<file path="config.mk">
export PLATFORM = sky130hd
export DESIGN_NAME = baro_altitude_integrator
export DESIGN_NICKNAME = d
export VERILOG_FILES = /design/src/hw/rtl/bai_pkg.sv /design/src/hw/rtl/bai_step_unit.sv /design/src/hw/rtl/baro_altitude_integrator.sv
export VERILOG_INCLUDE_DIRS = /design/src /design/src/hw/rtl
export SDC_FILE = /design/constraint.sdc
export NUM_CORES = 2
export LEC_CHECK = 0
export BUFFER_PORTS_ARGS = -buffer_cell sky130_fd_sc_hd__buf_4
export CAP_MARGIN = 30
export CORE_ASPECT_RATIO = 1.5
export CORE_MARGIN = 4
export CORE_UTILIZATION = 40
export DETAILED_ROUTE_END_ITERATION = 6
export GPL_TIMING_DRIVEN = 0
export PLACE_DENSITY = 0.54
export SLEW_MARGIN = 20
export SYNTH_ARGS = -nofsm -noshare
export SYNTH_HDL_FRONTEND = slang
export SYNTH_HIERARCHICAL = 1
export SYNTH_SLANG_ARGS = --single-unit
export TNS_END_PERCENT = 10
</file>
<file path="constraint.sdc">
create_clock -name clk -period 30 [get_ports clk]
set_clock_uncertainty 0.2 [all_clocks]
set_input_delay 6 -clock clk [delete_from_list [all_inputs] [get_ports clk]]
set_output_delay 6 -clock clk [all_outputs]
set_load 0.01 [all_outputs]
</file>
<file path="src/hw/rtl/baro_altitude_integrator_assert.svh">
// assertion macros for the barometric altitude integrator
`ifndef BARO_ALTITUDE_INTEGRATOR_ASSERT_SVH
`define BARO_ALTITUDE_INTEGRATOR_ASSERT_SVH

// same-cycle implication, checked on clk, quiet during reset
`define BAI_ASSERT_IMPL(label, ante, cons, msg) \
  label: assert property (@(posedge clk) disable iff (rst) (ante) |-> (cons)) \
    else $error(msg);

// next-cycle implication, checked on clk, quiet during reset
`define BAI_ASSERT_NEXT(label, ante, cons, msg) \
  label: assert property (@(posedge clk) disable iff (rst) (ante) |=> (cons)) \
    else $error(msg);

`endif

</file>
<file path="src/hw/rtl/bai_pkg.sv">
// types, constants and helpers shared by the altitude integrator files
`timescale 1ns / 1ps

package bai_pkg;

  localparam int PRESSURE_W = 21;
  localparam int TEMP_W = 15;
  localparam int GOG_W = 22;
  localparam int ALT_W = 32;
  localparam int LOG_FRAC_BITS = 24;
  localparam int LOG_W = 29;
  localparam int LNMAG_W = 29;
  localparam int SCALE_W = 35;
  localparam int STEP_W = 30;

  localparam logic [31:0] LN2_Q30 = 32'd744261118;
  localparam logic [31:0] MM_PER_M = 32'd1000;
  localparam logic [31:0] ALT_MAX = 32'h7fff_ffff;
  localparam logic [31:0] ALT_MIN = 32'h8000_0000;
  localparam logic [GOG_W-1:0] GOG_RESET = 22'd1918307;

  localparam logic CMD_LOAD = 1'b0;
  localparam logic CMD_SAMPLE = 1'b1;

  localparam logic CFG_GAS_OVER_GRAVITY = 1'b0;
  localparam logic CFG_FAULT_ALTITUDE = 1'b1;

  typedef struct packed {
    logic                    command;
    logic                    sensor_ok;
    logic [PRESSURE_W-1:0]   pressure;
    logic [TEMP_W-1:0]       temperature;
    logic signed [ALT_W-1:0] reference_altitude;
  } in_item_t;

  typedef struct packed {
    logic signed [ALT_W-1:0] altitude;
    logic                    failure;
  } out_item_t;

  typedef struct packed {
    logic                  start;
    logic [PRESSURE_W-1:0] p_new;
    logic [PRESSURE_W-1:0] p_old;
    logic [TEMP_W-1:0]     temperature;
    logic [GOG_W-1:0]      gas_over_gravity;
  } step_req_t;

  typedef struct packed {
    logic              busy;
    logic              done;
    logic              rising;
    logic [STEP_W-1:0] step;
  } step_resp_t;

  typedef struct packed {
    logic [4:0]  n;
    logic [31:0] y;
  } norm_t;

  // top-bit index and mantissa shifted up to bit 31, zero taken as one
  function automatic norm_t normalize(input logic [PRESSURE_W-1:0] x);
    logic [31:0] v;
    logic [4:0]  z;
    norm_t       r;
    v = (x == '0) ? 32'd1 : {{(32-PRESSURE_W){1'b0}}, x};
    z = 5'd0;
    if (v[31:16] == '0) begin
      v = {v[15:0], 16'b0};
      z = z + 5'd16;
    end
    if (v[31:24] == '0) begin
      v = {v[23:0], 8'b0};
      z = z + 5'd8;
    end
    if (v[31:28] == '0) begin
      v = {v[27:0], 4'b0};
      z = z + 5'd4;
    end
    if (v[31:30] == '0) begin
      v = {v[29:0], 2'b0};
      z = z + 5'd2;
    end
    if (v[31] == 1'b0) begin
      v = {v[30:0], 1'b0};
      z = z + 5'd1;
    end
    r.n = 5'd31 - z;
    r.y = v;
    return r;
  endfunction

endpackage

</file>
<file path="src/hw/rtl/bai_step_unit.sv">
// altitude step sequencer around one shared 32x32 multiplier
`timescale 1ns / 1ps

module bai_step_unit (
  input  logic                clk,
  input  logic                rst,
  input  bai_pkg::step_req_t  req,
  output bai_pkg::step_resp_t resp
);

  typedef enum logic [9:0] {
    S_IDLE = 10'b00_0000_0001,
    S_LOG  = 10'b00_0000_0010,
    S_DIFF = 10'b00_0000_0100,
    S_MLN  = 10'b00_0000_1000,
    S_MG   = 10'b00_0001_0000,
    S_MT   = 10'b00_0010_0000,
    S_RA   = 10'b00_0100_0000,
    S_MLO  = 10'b00_1000_0000,
    S_MHI  = 10'b01_0000_0000,
    S_SUM  = 10'b10_0000_0000
  } step_state_t;

  localparam logic [4:0] LOG_LAST = 5'(bai_pkg::LOG_FRAC_BITS);

  step_state_t state;
  logic        done;
  logic [4:0]  cnt;
  logic        pass;

  logic [bai_pkg::PRESSURE_W-1:0] p_new;
  logic [bai_pkg::PRESSURE_W-1:0] p_old;
  logic [bai_pkg::TEMP_W-1:0]     temp;
  logic [bai_pkg::GOG_W-1:0]      gog;

  logic [4:0]                        lg_n;
  logic [bai_pkg::LOG_FRAC_BITS-1:0] frac;
  logic [bai_pkg::LOG_W-1:0]         log_old;
  logic [bai_pkg::LOG_W-1:0]         log_new;
  logic [bai_pkg::LOG_W-1:0]         mag;
  logic                              rising;
  logic [bai_pkg::LNMAG_W-1:0]       lnmag;
  logic [bai_pkg::SCALE_W-1:0]       scale;
  logic [63:0]                       acc;
  logic [63:0]                       prod;
  logic [bai_pkg::STEP_W-1:0]        step;

  logic [31:0]   mul_a;
  logic [31:0]   mul_b;
  bai_pkg::norm_t nrm;
  logic [32:0]   y_raw;
  logic          y_bit;
  logic [31:0]   y_next;
  logic [bai_pkg::LOG_W-1:0] log_done;
  logic [59:0]   ln_rnd;
  logic [47:0]   scale_rnd;
  logic [64:0]   sum;

  // squaring feedback: bit is set when the square reached two
  assign nrm      = bai_pkg::normalize(pass ? p_new : p_old);
  assign y_raw    = prod[63:31];
  assign y_bit    = y_raw[32];
  assign y_next   = y_bit ? y_raw[32:1] : y_raw[31:0];
  assign log_done = {lg_n, frac[bai_pkg::LOG_FRAC_BITS-2:0], y_bit};
  assign ln_rnd   = {1'b0, prod[58:0]} + (60'd1 << 29);
  assign scale_rnd = {1'b0, prod[46:0]} + (48'd1 << 11);
  assign sum      = {1'b0, acc} + {1'b0, prod[31:0], 32'b0} + (65'd1 << 33);

  always_comb begin
    mul_a = '0;
    mul_b = '0;
    case (state)
      S_LOG: begin
        mul_a = (cnt == 5'd0) ? nrm.y : y_next;
        mul_b = mul_a;
      end
      S_MLN: begin
        mul_a = {3'b0, mag};
        mul_b = bai_pkg::LN2_Q30;
      end
      S_MG: begin
        mul_a = {10'b0, gog};
        mul_b = bai_pkg::MM_PER_M;
      end
      S_MT: begin
        mul_a = prod[31:0];
        mul_b = {17'b0, temp};
      end
      S_MLO: begin
        mul_a = scale[31:0];
        mul_b = {3'b0, lnmag};
      end
      S_MHI: begin
        mul_a = {29'b0, scale[34:32]};
        mul_b = {3'b0, lnmag};
      end
      default: begin
        mul_a = '0;
        mul_b = '0;
      end
    endcase
  end

  always_ff @(posedge clk) begin
    prod <= mul_a * mul_b;
    case (state)
      S_IDLE: begin
        if (req.start) begin
          p_new <= req.p_new;
          p_old <= req.p_old;
          temp  <= req.temperature;
          gog   <= req.gas_over_gravity;
        end
      end
      S_LOG: begin
        if (cnt == 5'd0) begin
          lg_n <= nrm.n;
          frac <= '0;
        end else begin
          frac <= {frac[bai_pkg::LOG_FRAC_BITS-2:0], y_bit};
          if (cnt == LOG_LAST) begin
            if (pass) begin
              log_new <= log_done;
            end else begin
              log_old <= log_done;
            end
          end
        end
      end
      S_DIFF: begin
        rising <= log_new > log_old;
        mag    <= (log_new > log_old) ? log_new - log_old : log_old - log_new;
      end
      S_MG: lnmag <= ln_rnd[58:30];
      S_RA: scale <= scale_rnd[46:12];
      S_MHI: acc <= prod;
      S_SUM: step <= sum[63:34];
      default: begin
      end
    endcase
  end

  always_ff @(posedge clk) begin
    if (rst) begin
      state <= S_IDLE;
      cnt   <= '0;
      pass  <= 1'b0;
      done  <= 1'b0;
    end else begin
      done <= 1'b0;
      case (state)
        S_IDLE: begin
          if (req.start) begin
            state <= S_LOG;
            cnt   <= '0;
            pass  <= 1'b0;
          end
        end
        S_LOG: begin
          if (cnt == LOG_LAST) begin
            cnt <= '0;
            if (pass) begin
              state <= S_DIFF;
            end else begin
              pass <= 1'b1;
            end
          end else begin
            cnt <= cnt + 5'd1;
          end
        end
        S_DIFF: state <= S_MLN;
        S_MLN:  state <= S_MG;
        S_MG:   state <= S_MT;
        S_MT:   state <= S_RA;
        S_RA:   state <= S_MLO;
        S_MLO:  state <= S_MHI;
        S_MHI:  state <= S_SUM;
        S_SUM: begin
          state <= S_IDLE;
          done  <= 1'b1;
        end
        default: state <= S_IDLE;
      endcase
    end
  end

  assign resp.busy   = (state != S_IDLE) || done;
  assign resp.done   = done;
  assign resp.rising = rising;
  assign resp.step   = step;

endmodule

</file>
<file path="src/hw/rtl/baro_altitude_integrator.sv">
// top level of the barometric altitude integrator
`timescale 1ns / 1ps
`include "baro_altitude_integrator_assert.svh"

// barometric altitude integrator
//
// in channel (in_valid / in_ready / in_data): one item per command. a good
// load item sets the altitude estimate and reference pressure, a sample that
// integrates moves the altitude by the hypsometric step and keeps its pressure.
// out channel (out_valid / out_ready / out_data): exactly one item per input
// item, in order, carrying the altitude estimate and the failure flag.
// cfg port (cfg_write / cfg_index / cfg_data): index 0 gas over gravity,
// index 1 fault altitude; write only while the block is idle.
//
// a sample that integrates waits in the calc state for the step unit; loads
// and fault cases go straight to the wait state. in_ready returns in the
// cycle after the result is loaded, so a new item is accepted only after the
// last result is loaded. the integrating path runs through the step unit:
// two 24-bit logarithms at one squaring per cycle on the shared multiplier,
// then five more passes through it.
// reset restores the config defaults and clears altitude and pressure.
// a stalled receiver holds the result in the output register; the block still
// takes the next item and finishes it, then waits for the register to free.
module baro_altitude_integrator (
  input  logic               clk,
  input  logic               rst,
  input  logic               in_valid,
  output logic               in_ready,
  input  bai_pkg::in_item_t  in_data,
  output logic               out_valid,
  input  logic               out_ready,
  output bai_pkg::out_item_t out_data,
  input  logic               cfg_write,
  input  logic               cfg_index,
  input  logic [31:0]        cfg_data
);

  typedef enum logic [2:0] {
    T_IDLE = 3'b001,
    T_CALC = 3'b010,
    T_WAIT = 3'b100
  } top_state_t;

  top_state_t state;

  // config registers
  logic [bai_pkg::GOG_W-1:0]        gas_over_gravity;
  logic signed [bai_pkg::ALT_W-1:0] fault_altitude;

  // block state and pending result
  logic signed [bai_pkg::ALT_W-1:0] current_altitude;
  logic [bai_pkg::PRESSURE_W-1:0]   last_pressure;
  logic [bai_pkg::PRESSURE_W-1:0]   pend_pressure;
  logic                             fail;

  logic accept;
  logic integrate;
  logic out_load;

  bai_pkg::step_req_t  step_req;
  bai_pkg::step_resp_t step_resp;

  logic [33:0] alt_ext;
  logic [33:0] step_ext;
  logic [33:0] alt_sum;

  assign in_ready  = (state == T_IDLE);
  assign accept    = in_valid && in_ready;
  // only a good sample against a nonzero reference needs the step unit
  assign integrate = accept && (in_data.command == bai_pkg::CMD_SAMPLE) &&
                     in_data.sensor_ok && (last_pressure != '0);
  // output register frees when empty or being taken this cycle
  assign out_load  = (state == T_WAIT) && (!out_valid || out_ready);

  assign step_req.start            = integrate;
  assign step_req.p_new            = in_data.pressure;
  assign step_req.p_old            = last_pressure;
  assign step_req.temperature      = in_data.temperature;
  assign step_req.gas_over_gravity = gas_over_gravity;

  bai_step_unit u_step (
    .clk  (clk),
    .rst  (rst),
    .req  (step_req),
    .resp (step_resp)
  );

  // signed update with two guard bits for saturation
  assign alt_ext  = {{2{current_altitude[31]}}, current_altitude};
  assign step_ext = {4'b0, step_resp.step};
  assign alt_sum  = step_resp.rising ? alt_ext - step_ext : alt_ext + step_ext;

  // config writes
  always_ff @(posedge clk) begin
    if (rst) begin
      gas_over_gravity <= bai_pkg::GOG_RESET;
      fault_altitude   <= '0;
    end else if (cfg_write) begin
      case (cfg_index)
        bai_pkg::CFG_GAS_OVER_GRAVITY: gas_over_gravity <= cfg_data[bai_pkg::GOG_W-1:0];
        bai_pkg::CFG_FAULT_ALTITUDE:   fault_altitude   <= cfg_data;
        default: begin
        end
      endcase
    end
  end

  // new pressure kept until the step lands
  always_ff @(posedge clk) begin
    if (integrate) begin
      pend_pressure <= in_data.pressure;
    end
  end

  // sequencer and block state
  always_ff @(posedge clk) begin
    if (rst) begin
      state            <= T_IDLE;
      current_altitude <= '0;
      last_pressure    <= '0;
      fail             <= 1'b0;
    end else begin
      case (state)
        T_IDLE: begin
          if (accept) begin
            if (in_data.command == bai_pkg::CMD_LOAD) begin
              // failed load leaves altitude and pressure alone
              if (in_data.sensor_ok) begin
                current_altitude <= in_data.reference_altitude;
                last_pressure    <= in_data.pressure;
                fail             <= 1'b0;
              end else begin
                fail <= 1'b1;
              end
              state <= T_WAIT;
            end else if (!in_data.sensor_ok) begin
              current_altitude <= fault_altitude;
              fail             <= 1'b1;
              state            <= T_WAIT;
            end else if (last_pressure == '0) begin
              // no reference yet: report fault, adopt the new pressure
              current_altitude <= fault_altitude;
              last_pressure    <= in_data.pressure;
              fail             <= 1'b1;
              state            <= T_WAIT;
            end else begin
              state <= T_CALC;
            end
          end
        end
        T_CALC: begin
          if (step_resp.done) begin
            if (alt_sum[33:31] == 3'b000 || alt_sum[33:31] == 3'b111) begin
              current_altitude <= alt_sum[31:0];
            end else if (alt_sum[33]) begin
              current_altitude <= bai_pkg::ALT_MIN;
            end else begin
              current_altitude <= bai_pkg::ALT_MAX;
            end
            last_pressure <= pend_pressure;
            fail          <= 1'b0;
            state         <= T_WAIT;
          end
        end
        T_WAIT: begin
          if (out_load) begin
            state <= T_IDLE;
          end
        end
        default: state <= T_IDLE;
      endcase
    end
  end

  // output register
  always_ff @(posedge clk) begin
    if (rst) begin
      out_valid <= 1'b0;
    end else if (out_load) begin
      out_valid <= 1'b1;
    end else if (out_ready) begin
      out_valid <= 1'b0;
    end
  end

  always_ff @(posedge clk) begin
    if (out_load) begin
      out_data.altitude <= current_altitude;
      out_data.failure  <= fail;
    end
  end

  // checks
  `BAI_ASSERT_NEXT(a_start_enters_calc, step_req.start, state == T_CALC, "start without calc")
  `BAI_ASSERT_IMPL(a_done_only_in_calc, step_resp.done, state == T_CALC, "step done out of calc")
  `BAI_ASSERT_IMPL(a_unit_quiet_outside, state != T_CALC, !step_resp.busy || step_req.start,
                   "step unit busy outside calc")

endmodule
</file>
# Word-level counts from Yosys, hierarchy flattened
# Index checks and enable logic that the tools add are counted.
[word_totals] output_inout_bits=35 reg_bits=600 elab_cells=168 in_bits=108
[classes] bitwise_logic=3 n_reduce_logical=34 magnitude_cmp=1 n_eq_ne=25 addsub=14 mul=1 muxes=61
[ops] operator="$mux W32" count=15
[ops] operator="$pmux W32 S6" count=1
[ops] operator="$mux W21" count=8
[ops] operator="$pmux W32 S5" count=1
[ops] operator="$pmux W10 S9" count=1
[ops] operator="$add A64 B34 Y64 const B" count=1
[ops] operator="$add A64 B64 Y64" count=1
[ops] operator="$mul A32 B32 Y64" count=1
[ops] operator="$pmux W32 S2" count=1
[ops] operator="$add A59 B30 Y59 const B" count=1
[ops] operator="$sub A29 B29 Y29" count=2
[ops] operator="$add A47 B12 Y47 const B" count=1
[ops] operator="$logic_not A21 Y1" count=2
[ops] operator="$pmux W21 S2" count=1
[ops] operator="$mux W5" count=7
[ops] operator="$mux W34" count=1
[ops] operator="$add A32 B31 Y33" count=1
[ops] operator="$sub A32 B31 Y33" count=1
[ops] operator="$mux W10" count=3
[ops] operator="$gt A29 B29 Y1" count=1
[ops] operator="$mux W29" count=1
[ops] operator="$reduce_bool A21 Y1" count=1
[ops] operator="$mux W3" count=6
[ops] operator="$logic_not A16 Y1" count=1
[ops] operator="other kinds (43)" count=79

# Longest topological paths before layout
[logic_depth] word_depth=15 mapped_depth=43 mapped_depth_nobuf=39

# Hierarchy
# The synthesis kept the hierarchy.
[by_module_without_submodules] module="bai_step_unit" cells_each=5704 area_per_inst_um2=53989.3 instances=1 seq_area_each_um2=11260.8
[by_module_without_submodules] module="baro_altitude_integrator" cells_each=1061 area_per_inst_um2=9192.6 instances=1 seq_area_each_um2=3863.7

# Worst setup path before layout
# No wires, ideal clock.
[synth_path] path_kind="reg2reg" startpoint="reg u_step.state[1]" endpoint="reg u_step.prod[56]" required_time_ns=29.673 setup_time_ns=0.127 setup_slack_ns=18.043 n_path_buf=3 arrival_time_ns=11.630 period_less_slack_ns=11.957 stages_incl_launch_ff=34 path_cell_list="dfxtp_1 > nor4_1 > nand3_1 > nor3b_1 > or2_2 > clkbuf_1 > buf_1 > a221o_1 > clkbuf_1 > nand2_1 > fa_1 > inv_1 > fa_1 > inv_1 > fa_1 > fa_1 > inv_1 > fa_1 > fa_1 > fa_1 > inv_1 > fa_1 > inv_1 > ha_1 > a21o_1 > a21o_1 > a21oi_1 > o21ai_0 > a31o_2 > a221oi_1 > a21boi_0 > o21ai_0 > o21ai_0 > xor2_1"
[synth_via] elab_chain_len=4 elab_cells_between_ends=10 classes_between="mul: 1; eq/ne: 6; mux: 2; reduce/logical: 1"
[synth_lines] element="start: declaration" line_no="bai_step_unit.sv:26" rtl="step_state_t state;"
[synth_lines] element="start signal: assignment" line_no="bai_step_unit.sv:145" rtl="state <= S_IDLE;"
[synth_lines] element="start signal: assignment" line_no="bai_step_unit.sv:154" rtl="state <= S_LOG;"
[synth_lines] element="start signal: assignment" line_no="bai_step_unit.sv:163" rtl="state <= S_DIFF;"
[synth_lines] element="$eq A10 B8 Y1 or $eq A10 B9 Y1 (tied branches)" line_no="bai_step_unit.sv:72" rtl="case (state)"
[synth_lines] element="$reduce_or A2 Y1 (no line)"
[synth_lines] element="$pmux W32 S5" line_no="bai_step_unit.sv:72"
[synth_lines] element="$mul A32 B32 Y64 *" line_no="bai_step_unit.sv:105" rtl="prod <= mul_a * mul_b;"
[synth_lines] element="end signal: assignment" line_no="bai_step_unit.sv:105"
[synth_lines] element="end: declaration" line_no="bai_step_unit.sv:45" rtl="logic [63:0] prod;"
# Every way passes the cells marked *; elsewhere a longest branch is shown, timed or not.
# A chain may end at the register's enable or synchronous reset.

# Worst setup path in the final report
[layout_path] startpoint="reg u_step.pass" endpoint="reg u_step.prod[61]"
[layout_via] elab_chain_len=15 elab_cells_between_ends=16 classes_between="mul: 1; mux: 10; reduce/logical: 5"
[layout_lines] element="start: declaration" line_no="bai_step_unit.sv:29" rtl="logic pass;"
[layout_lines] element="start signal: assignment" line_no="bai_step_unit.sv:147" rtl="pass <= 1'b0;"
[layout_lines] element="start signal: assignment" line_no="bai_step_unit.sv:156" rtl="pass <= 1'b0;"
[layout_lines] element="start signal: assignment" line_no="bai_step_unit.sv:165" rtl="pass <= 1'b1;"
[layout_lines] element="$mux W21 *" line_no="bai_step_unit.sv:60" rtl="assign nrm = bai_pkg::normalize(pass ? p_new : p_old);"
[layout_lines] element="$logic_not A21 Y1" line_no="bai_pkg.sv:66" rtl="v = (x == '0) ? 32'd1 : {{(32-PRESSURE_W){1'b0}}, x};"
[layout_lines] element="$mux W21 *" line_no="bai_pkg.sv:66"
[layout_lines] element="$logic_not A16 Y1" line_no="bai_pkg.sv:68" rtl="if (v[31:16] == '0) begin"
[layout_lines] element="$mux W32 *" line_no="bai_pkg.sv:68"
[layout_lines] element="$logic_not A8 Y1" line_no="bai_pkg.sv:72" rtl="if (v[31:24] == '0) begin"
[layout_lines] element="$mux W32 *" line_no="bai_pkg.sv:72"
[layout_lines] element="$logic_not A4 Y1" line_no="bai_pkg.sv:76" rtl="if (v[31:28] == '0) begin"
[layout_lines] element="$mux W32 *" line_no="bai_pkg.sv:76"
[layout_lines] element="$logic_not A2 Y1" line_no="bai_pkg.sv:80" rtl="if (v[31:30] == '0) begin"
[layout_lines] element="$mux W32 *" line_no="bai_pkg.sv:80"
[layout_lines] element="$mux W32 *" line_no="bai_pkg.sv:84" rtl="if (v[31] == 1'b0) begin"
[layout_lines] element="$mux W32 *" line_no="bai_step_unit.sv:74" rtl="mul_a = (cnt == 5'd0) ? nrm.y : y_next;"
[layout_lines] element="$pmux W32 S6 or $pmux W32 S5 (tied branches)" line_no="bai_step_unit.sv:72"
[layout_lines] element="$mul A32 B32 Y64 *" line_no="bai_step_unit.sv:105"
# Marks and branches as above.

==> results.ini <==
[setup_path]
start_kind = flip-flop
critPathMaxFanout = 10
r2r_slack_ps = 15220
crit_arrival_ps = 15160
slowest_stage = a2111oi_0
crit_end = u_step/prod[61]
path_class = reg2reg
critPathMaxStageDelay_ps = 710
end_kind = flip-flop
cpMostUsedCell = fa_1
crit-reg2reg-capture = u_step/prod[61]
reg2regPathDepth = 39
r2r-start = u_step/pass
crit_path_start = u_step/pass
cp.required_ps = 30380

[placement]
place.gp.congestion = 1.04
dp_hpwl_um = 225000
placed_cell_area_sq_um = 67700
post-place-ws_ps = 15420
numPortBuffers = 141
numPlacedInstances = 9027

[cts]
cts_tree = done
cts_htree_levels = 2
cts_made_buffers = 53
clk_path_buf_depth = 3
ctsResizeCount = 0
post_cts_buffers = 0
worstSkewPairLatency_ps = 640
cts.sinks = 568
path_clk_slew_ps = 80
postCtsHoldBufs = 0
ctsRootBufferMaster = clkbuf_16

[hold_path]
hold_class = reg2reg

[die]
initial_core_util = 0.402
core_area_sq_um = 157000
dieArea_sq_um = 164000
die_w_um = 332
die_h_um = 495
ioPinCount = 143
rows = 178

[power_and_ir_drop]
power.leakage_uw = 0.0316
max-vdd-ir-drop_mv = 0.0653
power.total_uw = 1890
power_density_nw_per_um2 = 27.1

[detailed_routing]
antenna_left = 0
via_per_inst = 5.55
wl_um = 265000
first_iter_violations = 3640
drtPass1Iterations = 6
via_count = 50700
routedWlPerCell_um = 29.0
drc = 0

[sta]
hold_viol = 0
finalMaxSlewViolations = 0
slew_headroom = 0.197
rsz0062_at_grt = no
max_freq_mhz = 67.7
setup_viol = 0
fin_crit_ps = 14780
worst_pin_slew_ps = 1200
fin_crit_sh = 0.493
setup_tns_ps = 0
fin_ws_ps = 15220

[global_route]
gr-total-overflow = 0
antenna_found_initial = 7
grt_pass1_vias = 53800
grt_max_degree = 56
grt_use_total = 0.320
grt_pass1_wl_um = 378000

[yosys]
syn_area_sq_um = 63200
synth_area_per_cell_sq_um = 9.34
ys_warn_count = 6
synth_cells = 6764
synth_fp_nets = 8188

[flow_run]
maxCapViolCount = 0

[finish]
fin_area_sq_um = 69700
stdcell_count = 9135
drive_gt1_frac = 0.0770
area_growth_syn_to_layout_pct = 10.3
finalNetCount = 8440

[status]
status = finished clean

-- worst min path at each step --
stage	from	endpoint	slack (ps)	depth (start not counted)
finish	gas_over_gravity[19]	u_step/gog[19]	230	0
global placement	gas_over_gravity[3]	u_step/gog[3]	220	0
global route	gas_over_gravity[14]	u_step/gog[14]	240	0
floorplan	u_step/prod[35]	u_step/acc[35]	210	0
CTS	gas_over_gravity[19]	u_step/gog[19]	230	0
detailed placement	gas_over_gravity[19]	u_step/gog[19]	210	0
-- per-stage QoR --
step                      utilization  hold WS [ps]
after floorplan                     -           206
after global routing            0.444           243
after CTS                       0.443           231
final                           0.444           231
after global placement          0.426           216
after detailed placement        0.431           214
-- layout make-up --
class                      count  area [sq um]
fill                       15600         87300
multi-input combinational   4748         42500
sequential                   568         15100
timing repair buffer         197          1770
buffer                       350          1570
inverter                    1098          4130
clock inverter                32           394
antenna                        4          10.0
clock buffer                  68          1550
tap                         2070          2590
-- power breakdown --
part | internal, uW | switching (uW)
clock | 433 | 333
combinational | 89.3 | 155
sequential | 855 | 22.3
total | 1380 | 511
-- state kept, by name (all words and copies together), names as in the netlist, 23 cells and up --
register / flops
current_altitude: 32
fault_altitude: 32
out_data: 33
u_step/acc: 32
u_step/frac: 23
u_step/lnmag: 29
u_step/log_new: 29
u_step/log_old: 29
u_step/mag: 29
u_step/prod: 64
u_step/scale: 35
u_step/step: 30
-- layout by cell type (no fill, tap or decap), types with 59 or more instances in the layout --
master and instances:
inv_1 1095, fa_1 900, nand2_1 857, nor2_1 717, ha_1 416, edfxtp_1 375
a21oi_1 304, clkbuf_1 226, dfxtp_1 193, buf_4 157, o21ai_0 155, xnor2_1 147
a21o_1 92, buf_2 90, mux2i_1 88, xor2_1 84, and2_1 83, nand3_1 80
clkbuf_16 60, a211oi_1 59
-- worst max-delay path: cells and delay by family, from the launching register on --
family	cells	cell delay, ps
buffers and inverters	12	2530
xor gates and xnor gates	1	170
AOI/OAI and AO/OA	12	4850
and+or+nand+nor	4	1630
muxes	1	590
adders and majority gates	9	4380
DFF	1	330
-- metal layers --
layer / global-route usage / vias to the layer above / wire length [um]
li1: - / 22400 / -
met1: 0.335 / 25600 / 90400
met2: 0.567 / 1976 / 132000
met3: 0.0399 / 758 / 13600
met4: 0.275 / 2 / 29100
met5: 0 / - / 9
Power figures use the tool's default switching activity.
